==> src/sv/ghh_pkg.sv <==
`timescale 1ns / 1ps

package ghh_pkg;

    localparam int GHH_MAX_POINTS = 4096;
    localparam int GHH_NUM_BINS   = 30;

    // bin geometry: bin = trunc((z + BIN_BASE_MM) / BIN_WIDTH_MM)
    localparam int BIN_BASE_MM  = 2000;
    localparam int BIN_WIDTH_MM = 100;

    // divide by 100 as multiply and shift, exact for dividends below 43690
    localparam int RECIP_W     = 13;
    localparam int RECIP_SHIFT = 19;
    localparam logic [RECIP_W-1:0] RECIP_100 = 13'd5243;

    localparam int Z_W         = 16;
    localparam int HALF_W      = 12;
    localparam int GROUND_W    = 13;
    localparam int CUBE_W      = 14;
    localparam int STATUS_W    = 2;
    localparam int OUT_TDATA_W = 32;

    localparam logic [HALF_W-1:0] HALF_RESET = 12'd400;

    typedef enum logic [STATUS_W-1:0] {
        ST_UPDATED    = 2'd0,
        ST_NOT_DOWN   = 2'd1,
        ST_NO_PEAK    = 2'd2,
        ST_FEW_POINTS = 2'd3
    } t_status;

endpackage

==> src/sv/ghh_bin_mem.sv <==
`timescale 1ns / 1ps

module ghh_bin_mem
    import ghh_pkg::*;
#(
    parameter int DEPTH = GHH_NUM_BINS,
    parameter int WIDTH = 40
) (
    input  logic                     i_clk,
    input  logic                     i_we,
    input  logic [$clog2(DEPTH)-1:0] i_waddr,
    input  logic [WIDTH-1:0]         i_wdata,
    input  logic [$clog2(DEPTH)-1:0] i_raddr,
    output logic [WIDTH-1:0]         o_rdata
);

    logic [WIDTH-1:0] r_mem [DEPTH];
    logic [WIDTH-1:0] r_rdata;

    // read returns the old word when the same entry is written in that cycle
    always_ff @(posedge i_clk) begin
        if (i_we) begin
            r_mem[i_waddr] <= i_wdata;
        end
        r_rdata <= r_mem[i_raddr];
    end

    assign o_rdata = r_rdata;

endmodule

==> src/sv/ghh_div.sv <==
`timescale 1ns / 1ps

module ghh_div
    import ghh_pkg::*;
#(
    parameter int DVD_W = 29,
    parameter int DVS_W = 15
) (
    input  logic             i_clk,
    input  logic             i_rst_n,
    input  logic             i_start,
    input  logic [DVD_W-1:0] i_dividend,
    input  logic [DVS_W-1:0] i_divisor,
    output logic             o_done,
    output logic [DVD_W-1:0] o_quot
);

    localparam int CNT_W = $clog2(DVD_W + 1);

    logic             r_busy;
    logic             r_done;
    logic [CNT_W-1:0] r_cnt;
    logic [DVD_W-1:0] r_quot;
    logic [DVS_W-1:0] r_rem;
    logic [DVS_W-1:0] r_dvs;

    logic [DVS_W:0]   w_shift;
    logic [DVS_W:0]   w_diff;
    logic             w_ge;

    // one quotient bit per cycle, restoring
    always_comb begin
        w_shift = {r_rem, r_quot[DVD_W-1]};
        w_diff  = w_shift - {1'b0, r_dvs};
        w_ge    = (w_shift >= {1'b0, r_dvs});
    end

    always_ff @(posedge i_clk) begin
        if (!i_rst_n) begin
            r_busy <= 1'b0;
            r_done <= 1'b0;
            r_cnt  <= '0;
        end else begin
            r_done <= !i_start && r_busy && (r_cnt == CNT_W'(1));
            if (i_start) begin
                r_busy <= 1'b1;
                r_cnt  <= CNT_W'(DVD_W);
                r_quot <= i_dividend;
                r_rem  <= '0;
                r_dvs  <= i_divisor;
            end else if (r_busy) begin
                r_quot <= {r_quot[DVD_W-2:0], w_ge};
                r_rem  <= w_ge ? w_diff[DVS_W-1:0] : w_shift[DVS_W-1:0];
                r_cnt  <= r_cnt - 1'b1;
                if (r_cnt == CNT_W'(1)) begin
                    r_busy <= 1'b0;
                end
            end
        end
    end

    assign o_done = r_done;
    assign o_quot = r_quot;

endmodule

==> src/sv/ground_height_histogram.sv <==
`timescale 1ns / 1ps

// Ground height histogram. Point heights (mm) stream in on s_axis at one item per cycle;
// each in range lands in a 100 mm bin whose count and height sum live in a one-port-read,
// one-port-write memory updated by read-modify-write with a forwarding register for
// back-to-back hits on the same bin. The item marked tlast closes the cloud: s_axis_tready
// then drops while the last update is written back, the bins are searched for the peak,
// the status is evaluated and, for status 0, the mean is computed; one memory read per
// bin for the peak search, which also clears the bins, and the serial divider for the
// mean, one quotient bit per cycle, make up the drop, which lasts longer while the
// previous result item still waits on m_axis. One result item per cloud leaves on m_axis:
// status 0 updated, 1 not looking down, 2 no occupied bin among bins 1 to NUM_BINS - 2,
// 3 too few points; heights are zero unless status is 0. After reset every bin is cleared
// before the first item is taken. The user must write the cube half size register through
// i_cfg_we / i_cfg_wdata only while the block is idle; the block does not enforce this.

module ground_height_histogram
    import ghh_pkg::*;
#(
    parameter int MAX_POINTS = GHH_MAX_POINTS,
    parameter int NUM_BINS   = GHH_NUM_BINS
) (
    input  logic                   i_clk,
    input  logic                   i_rst_n,
    input  logic                   i_cfg_we,
    input  logic [HALF_W-1:0]      i_cfg_wdata,      // cube_half_size_mm
    input  logic                   s_axis_tvalid,
    output logic                   s_axis_tready,
    input  logic [Z_W-1:0]         s_axis_tdata,     // [15:0] point_z_mm
    input  logic                   s_axis_tlast,     // last_point
    input  logic                   s_axis_tuser,     // looking_down
    output logic                   m_axis_tvalid,
    input  logic                   m_axis_tready,
    output logic [OUT_TDATA_W-1:0] m_axis_tdata      // [1:0] status, [14:2] ground_height_mm,
                                                     // [28:15] cube_center_z_mm, rest zero
);

    localparam int CNT_W  = $clog2(MAX_POINTS + 1);
    localparam int IDX_W  = $clog2(NUM_BINS);
    localparam int ZMAG_W = $clog2(BIN_BASE_MM + NUM_BINS * BIN_WIDTH_MM) + 1;
    localparam int SUM_W  = CNT_W + ZMAG_W;
    localparam int WORD_W = CNT_W + SUM_W;
    localparam int N3_W   = CNT_W + 2;
    localparam int S3_W   = SUM_W + 2;
    localparam int V_W    = Z_W + 1;
    localparam int PROD_W = Z_W + RECIP_W;
    localparam int Q_W    = PROD_W - RECIP_SHIFT;
    localparam int PAD_W  = OUT_TDATA_W - STATUS_W - GROUND_W - CUBE_W;

    localparam logic [IDX_W-1:0] LAST_BIN = IDX_W'(NUM_BINS - 1);
    localparam logic [CNT_W-1:0] CNT_MAX  = CNT_W'(MAX_POINTS);

    typedef enum logic [2:0] {
        S_INIT, S_RUN, S_FLUSH, S_SCAN, S_TAIL, S_EVAL, S_DIV, S_OUT
    } t_state;

    t_state r_state;

    logic [HALF_W-1:0] r_half;
    logic [CNT_W-1:0]  r_total;
    logic              r_down;
    logic [IDX_W-1:0]  r_addr;

    // update stage
    logic              r_p1_vld;
    logic              r_p1_hit;
    logic [IDX_W-1:0]  r_p1_idx;
    logic [Z_W-1:0]    r_p1_z;

    // last word written, for a read that raced its write
    logic              r_fwd_vld;
    logic [IDX_W-1:0]  r_fwd_addr;
    logic [WORD_W-1:0] r_fwd_word;

    // peak search window
    logic              r_rd_vld;
    logic [IDX_W-1:0]  r_rd_addr;
    logic [CNT_W-1:0]  r_w1_cnt;
    logic [CNT_W-1:0]  r_w2_cnt;
    logic [SUM_W-1:0]  r_w1_sum;
    logic [SUM_W-1:0]  r_w2_sum;
    logic [CNT_W-1:0]  r_best;
    logic              r_found;
    logic [N3_W-1:0]   r_n3;
    logic [S3_W-1:0]   r_s3;

    logic              r_div_start;
    logic [S3_W-1:0]   r_div_dvd;
    logic              r_neg;

    t_status             r_res_status;
    logic [GROUND_W-1:0] r_res_ground;
    logic [CUBE_W-1:0]   r_res_cube;

    logic                   r_out_vld;
    logic [OUT_TDATA_W-1:0] r_out_data;

    logic              w_in_acc;
    logic signed [V_W-1:0] w_v;
    logic [PROD_W-1:0] w_prod;
    logic [Q_W-1:0]    w_q;
    logic              w_hit;
    logic [IDX_W-1:0]  w_idx;

    logic [WORD_W-1:0] w_rdata;
    logic [WORD_W-1:0] w_cur;
    logic [CNT_W-1:0]  w_cur_cnt;
    logic [SUM_W-1:0]  w_cur_sum;
    logic              w_p1_wr;
    logic [WORD_W-1:0] w_upd_word;

    logic              w_clearing;
    logic              w_mem_we;
    logic [IDX_W-1:0]  w_mem_waddr;
    logic [WORD_W-1:0] w_mem_wdata;
    logic [IDX_W-1:0]  w_mem_raddr;

    logic [S3_W-1:0]   w_s3_mag;
    logic              w_div_done;
    logic [S3_W-1:0]   w_quot;
    logic [S3_W-1:0]   w_qs;
    logic              w_out_free;

    assign w_in_acc      = s_axis_tvalid && s_axis_tready;
    assign s_axis_tready = (r_state == S_RUN);

    // bin index, truncating toward zero
    always_comb begin
        w_v    = $signed({s_axis_tdata[Z_W-1], s_axis_tdata}) + V_W'(BIN_BASE_MM);
        w_prod = PROD_W'(w_v[Z_W-1:0]) * PROD_W'(RECIP_100);
        w_q    = w_prod[PROD_W-1:RECIP_SHIFT];
        w_hit  = (w_v > -V_W'(BIN_WIDTH_MM)) && (w_v[V_W-1] || (w_q < Q_W'(NUM_BINS)));
        w_idx  = w_v[V_W-1] ? '0 : w_q[IDX_W-1:0];
    end

    always_comb begin
        w_cur      = (r_fwd_vld && (r_fwd_addr == r_p1_idx)) ? r_fwd_word : w_rdata;
        w_cur_cnt  = w_cur[WORD_W-1:SUM_W];
        w_cur_sum  = w_cur[SUM_W-1:0];
        w_p1_wr    = r_p1_vld && r_p1_hit && (w_cur_cnt < CNT_MAX);
        w_upd_word = {w_cur_cnt + 1'b1,
                      w_cur_sum + {{(SUM_W - Z_W){r_p1_z[Z_W-1]}}, r_p1_z}};
    end

    // bins are zeroed in the init pass and as the search reads them
    always_comb begin
        w_clearing  = (r_state == S_INIT) || (r_state == S_SCAN);
        w_mem_we    = w_clearing || w_p1_wr;
        w_mem_waddr = w_clearing ? r_addr : r_p1_idx;
        w_mem_wdata = w_clearing ? '0 : w_upd_word;
        w_mem_raddr = (r_state == S_SCAN) ? r_addr : w_idx;
    end

    ghh_bin_mem #(
        .DEPTH (NUM_BINS),
        .WIDTH (WORD_W)
    ) u_bin_mem (
        .i_clk   (i_clk),
        .i_we    (w_mem_we),
        .i_waddr (w_mem_waddr),
        .i_wdata (w_mem_wdata),
        .i_raddr (w_mem_raddr),
        .o_rdata (w_rdata)
    );

    ghh_div #(
        .DVD_W (S3_W),
        .DVS_W (N3_W)
    ) u_div (
        .i_clk      (i_clk),
        .i_rst_n    (i_rst_n),
        .i_start    (r_div_start),
        .i_dividend (r_div_dvd),
        .i_divisor  (r_n3),
        .o_done     (w_div_done),
        .o_quot     (w_quot)
    );

    always_comb begin
        w_s3_mag   = r_s3[S3_W-1] ? (~r_s3 + 1'b1) : r_s3;
        w_qs       = r_neg ? (~w_quot + 1'b1) : w_quot;
        w_out_free = !r_out_vld || m_axis_tready;
    end

    always_ff @(posedge i_clk) begin
        if (!i_rst_n) begin
            r_state     <= S_INIT;
            r_half      <= HALF_RESET;
            r_total     <= '0;
            r_down      <= 1'b0;
            r_addr      <= '0;
            r_p1_vld    <= 1'b0;
            r_fwd_vld   <= 1'b0;
            r_rd_vld    <= 1'b0;
            r_best      <= '0;
            r_found     <= 1'b0;
            r_div_start <= 1'b0;
            r_out_vld   <= 1'b0;
        end else begin
            if (i_cfg_we) begin
                r_half <= i_cfg_wdata;
            end

            r_p1_vld <= w_in_acc;
            r_p1_hit <= w_hit;
            r_p1_idx <= w_idx;
            r_p1_z   <= s_axis_tdata;

            if (w_p1_wr) begin
                r_fwd_vld  <= 1'b1;
                r_fwd_addr <= r_p1_idx;
                r_fwd_word <= w_upd_word;
            end else if (r_state == S_SCAN) begin
                r_fwd_vld <= 1'b0;
            end

            r_rd_vld  <= (r_state == S_SCAN);
            r_rd_addr <= r_addr;
            if (r_rd_vld) begin
                // center bin is the one read before the current one
                if ((r_rd_addr >= IDX_W'(2)) && (r_w1_cnt > r_best)) begin
                    r_best  <= r_w1_cnt;
                    r_found <= 1'b1;
                    r_n3    <= N3_W'(r_w2_cnt) + N3_W'(r_w1_cnt) + N3_W'(w_rdata[WORD_W-1:SUM_W]);
                    r_s3    <= {{2{r_w2_sum[SUM_W-1]}}, r_w2_sum}
                             + {{2{r_w1_sum[SUM_W-1]}}, r_w1_sum}
                             + {{2{w_rdata[SUM_W-1]}}, w_rdata[SUM_W-1:0]};
                end
                r_w2_cnt <= r_w1_cnt;
                r_w2_sum <= r_w1_sum;
                r_w1_cnt <= w_rdata[WORD_W-1:SUM_W];
                r_w1_sum <= w_rdata[SUM_W-1:0];
            end

            if (r_state != S_EVAL) begin
                r_div_start <= 1'b0;
            end

            // a new result item in S_OUT takes the place of the one leaving
            if (m_axis_tvalid && m_axis_tready && (r_state != S_OUT)) begin
                r_out_vld <= 1'b0;
            end

            case (r_state)
                S_INIT: begin
                    if (r_addr == LAST_BIN) begin
                        r_addr  <= '0;
                        r_state <= S_RUN;
                    end else begin
                        r_addr <= r_addr + 1'b1;
                    end
                end
                S_RUN: begin
                    if (w_in_acc) begin
                        if (r_total < CNT_MAX) begin
                            r_total <= r_total + 1'b1;
                        end
                        if (s_axis_tlast) begin
                            r_down  <= s_axis_tuser;
                            r_state <= S_FLUSH;
                        end
                    end
                end
                S_FLUSH: begin
                    // last item is written back in this cycle
                    r_best  <= '0;
                    r_found <= 1'b0;
                    r_addr  <= '0;
                    r_state <= S_SCAN;
                end
                S_SCAN: begin
                    if (r_addr == LAST_BIN) begin
                        r_addr  <= '0;
                        r_state <= S_TAIL;
                    end else begin
                        r_addr <= r_addr + 1'b1;
                    end
                end
                S_TAIL: begin
                    r_state <= S_EVAL;
                end
                S_EVAL: begin
                    r_res_ground <= '0;
                    r_res_cube   <= '0;
                    r_neg        <= r_s3[S3_W-1];
                    r_div_dvd    <= w_s3_mag;
                    if (!r_down) begin
                        r_res_status <= ST_NOT_DOWN;
                        r_div_start  <= 1'b0;
                        r_state      <= S_OUT;
                    end else if (!r_found) begin
                        r_res_status <= ST_NO_PEAK;
                        r_div_start  <= 1'b0;
                        r_state      <= S_OUT;
                    end else if (r_n3 < N3_W'(r_total >> 1)) begin
                        r_res_status <= ST_FEW_POINTS;
                        r_div_start  <= 1'b0;
                        r_state      <= S_OUT;
                    end else begin
                        r_res_status <= ST_UPDATED;
                        r_div_start  <= 1'b1;
                        r_state      <= S_DIV;
                    end
                end
                S_DIV: begin
                    if (w_div_done) begin
                        r_res_ground <= w_qs[GROUND_W-1:0];
                        r_res_cube   <= w_qs[CUBE_W-1:0] + CUBE_W'(r_half);
                        r_state      <= S_OUT;
                    end
                end
                S_OUT: begin
                    if (w_out_free) begin
                        r_out_vld  <= 1'b1;
                        r_out_data <= {{PAD_W{1'b0}}, r_res_cube, r_res_ground, r_res_status};
                        r_total    <= '0;
                        r_state    <= S_RUN;
                    end
                end
                default: begin
                    r_state <= S_INIT;
                end
            endcase
        end
    end

    assign m_axis_tvalid = r_out_vld;
    assign m_axis_tdata  = r_out_data;

endmodule

==> config.mk <==
export PLATFORM = sky130hd
export DESIGN_NAME = ground_height_histogram
export DESIGN_NICKNAME = d
export VERILOG_FILES = /design/src/sv/ghh_pkg.sv /design/src/sv/ghh_bin_mem.sv /design/src/sv/ghh_div.sv /design/src/sv/ground_height_histogram.sv
export SDC_FILE = /design/constraint.sdc
export NUM_CORES = 2
export LEC_CHECK = 0
export BUFFER_PORTS_ARGS = -buffer_cell sky130_fd_sc_hd__clkbuf_2
export CORE_MARGIN = 2
export CORE_UTILIZATION = 45
export CTS_BUF_LIST = sky130_fd_sc_hd__clkbuf_4 sky130_fd_sc_hd__clkbuf_8 sky130_fd_sc_hd__clkbuf_16
export CTS_CLUSTER_DIAMETER = 50
export DETAILED_ROUTE_END_ITERATION = 10
export SLEW_MARGIN = 10
export SYNTH_ARGS = -nofsm -noshare
export SYNTH_HDL_FRONTEND = slang
export SYNTH_SLANG_ARGS = --single-unit
==> constraint.sdc <==
create_clock -name i_clk -period 12.25 [get_ports i_clk]
set_input_delay 3.0625 -clock i_clk [delete_from_list [all_inputs] [get_ports i_clk]]
set_output_delay 3.0625 -clock i_clk [all_outputs]
set_load 0.02 [all_outputs]
# == After elaboration in Yosys (flattened, before gate mapping) ==
# Memories as Yosys holds them, arrays and structs flattened. A register that Yosys moved wholly into a read port is not among the register bits.
# Cells that the tools add are included.
# word_totals
ff_bits,403
mem_bits_rw,1200
in_bits,35
output_inout_bits,34
memories,1
# op_classes
addsub,14
mul,1
order_cmp,8
eq_ne,19
muxes,50
bitwise_logic,3
reduce_logical,38
# mem_list
name,words,width,read_ports,rd_clocked_by_memory_dff,write_ports,line,text
u_bin_mem.r_mem,30,40,1,1,1,ghh_bin_mem.sv:17,logic [WIDTH-1:0] r_mem [DEPTH];
# op_table
op,n
$mux 40,2
$mux 29,2
$mux 13,4
$pmux 13 s2,2
$mux 15,2
$mux 5,6
$add 28x27->29,1
$add 29x1->29 const B,1
$mul 16x13->29 const B,1
$not 29->29,1
$add 27x27->28,1
$mux 14,2
$mux 28,1
$pmux 14 s2,1
$add 27x27->27,1
$add 13x1->13 const B,2
$lt 13x13->1 const B,2
$pmux 3 s8,1
$mux 1,18
$mux 3,6
$add 16x12->17 const B,1
$gt 17x8->1 const B,1
$ge 16x15->1,1
$add 14x13->15,1
33 further kinds,72

# == Logic depth before layout (Yosys ltp) ==
# depth
word_depth,8
mapped_depth,29
ltp_nobuf,26

# == Hierarchy ==
# Synthesis repeated with hierarchy kept, for this count alone.
# unflattened
hier_cells,4460
area_unflattened_um2,72345.6
# by_module_without_submodules
mod,n_inst,cells_per_inst,area_each_um2
ghh_bin_mem,1,2274,46981.3
ground_height_histogram,1,1902,21889.7
ghh_div,1,284,3474.6

# == Least setup slack after synthesis ==
# Ideal clock, no wire load.
# synth_path
path_type,in2reg
start,input port s_axis_tdata[6]
end,"register u_bin_mem.r_rdata[36] (netlist: u_bin_mem.o_rdata[36]), read port of u_bin_mem.r_mem"
setup_time_ns,0.130
arrival_ns,9.635
setup_slack_ns,2.485
stages,26
path_cell_list,or4_4 or3_1 nand2_1 xor2_1 inv_1 ha_1 inv_1 fa_1 inv_1 fa_1 fa_1 inv_1 fa_1 inv_1 ha_1 a21o_1 a221o_1 o21ai_0 a21oi_1 or3_1 nand3_1 clkbuf_1 buf_2 mux4_2 o311ai_0 o211ai_1
# synth_via
elab_chain_cells,4
# synth_rtl
item,line,text
"start, declared",ground_height_histogram.sv:29,"input logic [Z_W-1:0] s_axis_tdata,"
$add 16x12->17 *,ground_height_histogram.sv:129,"w_v = $signed({s_axis_tdata[Z_W-1], s_axis_tdata}) + V_W'(BIN_BASE_MM);"
$mul 16x13->29,ground_height_histogram.sv:130,w_prod = PROD_W'(w_v[Z_W-1:0]) * PROD_W'(RECIP_100);
$mux 5 *,ground_height_histogram.sv:133,w_idx = w_v[V_W-1] ? '0 : w_q[IDX_W-1:0];
$mux 5 *,ground_height_histogram.sv:151,w_mem_raddr = (r_state == S_SCAN) ? r_addr : w_idx;
"end, declared",ghh_bin_mem.sv:18,logic [WIDTH-1:0] r_rdata;
# Every way passes the cells marked *; elsewhere a longest branch is shown, timed or not.
# A chain may end at the register's enable or synchronous reset.

# == Worst setup path in the final report ==
# layout_path
start,input port s_axis_tdata[6]
end,"register u_bin_mem.r_rdata[14] (netlist: u_bin_mem.o_rdata[14]), read port of u_bin_mem.r_mem"
# Same word-level chain as after synthesis.

==> results.txt <==
Hold Vio Cnt, Final = 0
Clock Sinks = 1642
CTS tree = done
CTS resizes = 0
H-tree depth = 4
postcts setup bufs = 0
worst slew pin tran = 1.15 ns
mux share of post-synthesis cell area = 9.02%
Avg WL per Cell = 24.9 um
CTS max path bufs = 3
Nets = 5146
CP required = 12.96 ns
final count of negative-setup-slack endpoints = 0
fmax = 0.0968 GHz
period utilization = 84.3%
dpl ws = 1.18 ns
CP Capture Type = flop
Root Buffer = clkbuf_16
Synth Area in XOR/XNOR = 2.07%
Mapped Avg Cell Area = 15.7 um2
final worst clock skew = 0.0581 ns
max_cap viols = 0
Async S/R FF share, synth = 0%
post-synthesis adder-cell area fraction = 7.34%
CTS clk-pin slew, worst paths = 0.06 ns
DR vias = 39900
drt total wl = 176000 um
Tmin final = 10.33 ns
port bufs = 65
Yosys Warn Count = 0
number of global-route vias before repair = 39100
CP top delay family = adder cells
Total Routing Usage GR = 21.6%
Reg2Reg Setup Slack = 5.79 ns
global-route wire length before repair = 259000 um
Boundary Pins = 69
Post-Syn Area = 0.0725 mm2
Post-Route Setup TNS = 0 ns
max-slew violations = 0
number of CTS-inserted buffers = 177
via/cell ratio = 5.64
core area = 0.160 mm2
number of remaining DRC errors = 0
die height = 405 um
Site Rows = 147
Compound-Gate Fraction of Synth Area = 5.28%
Seq/Total Area, Yosys = 66.7%
drt initial violations = 3889
area grow syn2layout = 12.9%
die width = 405 um
distinct cell type count after synthesis = 86
Main synth FF type = edfxtp_1
grt ovf = 0
critical path fanouts, max = 45
RSZ-0062 raised after global routing = false
critical path type = input pin to flop
CP max-delay cell = or4_4
Post-synth EDFFs = 1542
largest net degree at the start of global routing = 96
final setup margin = 1.92 ns
hold crit path type = flop to flop
#FFs+latches synth = 1642
Syn Inst Count = 4616
Post-DP HPWL = 98600 um
CP Buf/Inv Count = 4
cts-stage hold buffer count = 0
Synth Area in Simple Gates = 6.83%
Die ar. = 0.164 mm2
worst rel slew slack = 23.4%
status = completed
startpoint types = input pin
# diodes = 0
main combinational cell family by area after synthesis = multiplexers
layout cells sized above 1 = 16.7%
Data arrival, critical path = 11.03 ns
Final Wtd Congestion = 0.846
Routed Antenna Nets = 0
Initial Util = 45.2%
worst-skew pair later-pin latency = 0.83 ns
router iterations before antenna repair = 6
initial antenna violation count = 8
slowest stage delay, CP = 0.60 ns
-- final timing paths --
path,depth (start not counted),end,startpoint
worst max-delay path,26,u_bin_mem.o_rdata[14],s_axis_tdata[6]
worst min-delay path,0,m_axis_tdata[12],r_res_ground[10]
worst max register to register,17,u_bin_mem.r_mem[0][25],r_p1_idx[2]
worst min register to register,0,m_axis_tdata[12],r_res_ground[10]
-- metal layers --
metal | global-route usage [%] | up-vias | wire, um
met5 | 0 | - | 0
met4 | 5.81 | 0 | 4140
met3 | 3.60 | 257 | 12200
met2 | 35.0 | 1295 | 84300
met1 | 30.2 | 20500 | 75700
li1 | - | 17800 | -
-- cell families (layout without fill, tap and decap cells) --
| group | count (synthesis) | after routing |
|---|---|---|
| flops | 1642 | 1642 |
| mux | 376 | 376 |
| xor+xnor | 170 | 170 |
| simple gates | 1090 | 1090 |
| compound gates | 565 | 565 |
| fa+ha+maj | 356 | 356 |
| other cells | 1 | 3 |
| buf+inv | 416 | 709 |
-- metrics by stage --
| stage | utilization [%] | hold slack, ns | std cells | instance area, um2 |
|---|---|---|---|---|
| 6_report | 51.1 | 0.419 | 7071 | 81800 |
| 3_3_place_gp | 47.1 | 0.401 | 6737 | 75500 |
| 4_1_cts | 51.1 | 0.418 | 7071 | 81800 |
| 2_1_floorplan | - | 0.400 | 4618 | 72500 |
| 3_5_place_dp | 47.1 | 0.405 | 6737 | 75500 |
| 5_1_grt | 51.1 | 0.421 | 7071 | 81800 |
-- sequential cells by signal, indices dropped and copies added (netlist names), 27 cells and up --
| register | flops |
|---|---|
| m_axis_tdata | 29 |
| r_div_dvd | 29 |
| r_fwd_word | 40 |
| r_s3 | 29 |
| r_w1_sum | 27 |
| r_w2_sum | 27 |
| u_bin_mem.o_rdata | 40 |
| u_bin_mem.r_mem | 1200 |
| u_div.o_quot | 29 |
-- worst reg2reg max path, stage by stage (launching register included) --
cell,delay (ns)
edfxtp_1,0.49
xor2_1,0.18
nor4_1,0.34
and3_2,0.23
buf_4,0.64
mux2_2,0.45
ha_1,0.27
a21o_1,0.13
a21oi_1,0.10
o21bai_1,0.16
a21oi_1,0.14
o21ai_0,0.36
nand4_1,0.37
o311ai_0,0.50
o211ai_1,0.24
o21ai_0,0.35
xor2_1,0.35
and2_1,0.80
-- cell usage in the layout (no fill, tap or decap), types with 37 or more instances in the layout --
| cell | instances |
|---|---|
| clkbuf_2 | 65 |
| a21oi_1 | 103 |
| o21ai_0 | 103 |
| fa_1 | 115 |
| a31oi_1 | 63 |
| and3_1 | 37 |
| clkbuf_4 | 40 |
| a21o_1 | 37 |
| dfxtp_1 | 99 |
| inv_1 | 221 |
| mux4_2 | 211 |
| nand3_1 | 132 |
| mux2i_1 | 107 |
| clkbuf_16 | 180 |
| xor2_1 | 45 |
| edfxtp_1 | 1542 |
| nor2_1 | 162 |
| mux2_2 | 54 |
| nand2_1 | 486 |
| xnor2_1 | 124 |
| buf_4 | 73 |
| ha_1 | 240 |
| and2_1 | 45 |
-- cell type report --
cell class	count	area, um2
Clock buffer	244	5130
Clock inverter	90	1140
Fill cell	13100	78400
Inverter	222	833
Multi-Input combinational cell	2560	22500
Sequential cell	1642	48300
Tap cell	2160	2700
Timing Repair Buffer	153	1170
-- cell usage after synthesis, types with 10 or more instances --
master,number,area share [%]
a311oi_1,26,0.31
mux2_2,54,0.84
nor4_1,10,0.086
nand2_1,486,2.5
a21oi_1,104,0.72
a21o_1,37,0.38
and3_1,39,0.34
buf_6,19,0.30
mux2i_1,107,1.5
or3_1,32,0.28
nand4_1,20,0.17
o211ai_1,28,0.29
clkbuf_1,82,0.42
xnor2_1,124,1.5
a32oi_1,34,0.41
and2_1,46,0.40
nor2b_1,27,0.23
nor3_1,34,0.23
buf_4,10,0.10
ha_1,240,4.1
fa_1,115,3.2
edfxtp_1,1542,64
mux4_2,211,6.6
xor2_1,45,0.54
o21ai_0,105,0.73
o31ai_1,15,0.16
nor2_1,199,1.0
o311ai_0,15,0.18
buf_2,61,0.42
o21ai_1,14,0.097
nand3_1,133,0.92
a211oi_1,11,0.11
a31oi_1,66,0.57
o21a_1,35,0.36
nand2b_1,30,0.26
inv_1,221,1.1
o21bai_1,15,0.16
dfxtp_1,100,2.8
Power is left out: the tool's default activity adds up to more than one toggle a clock period on the data nets, which glitch-free logic cannot reach.
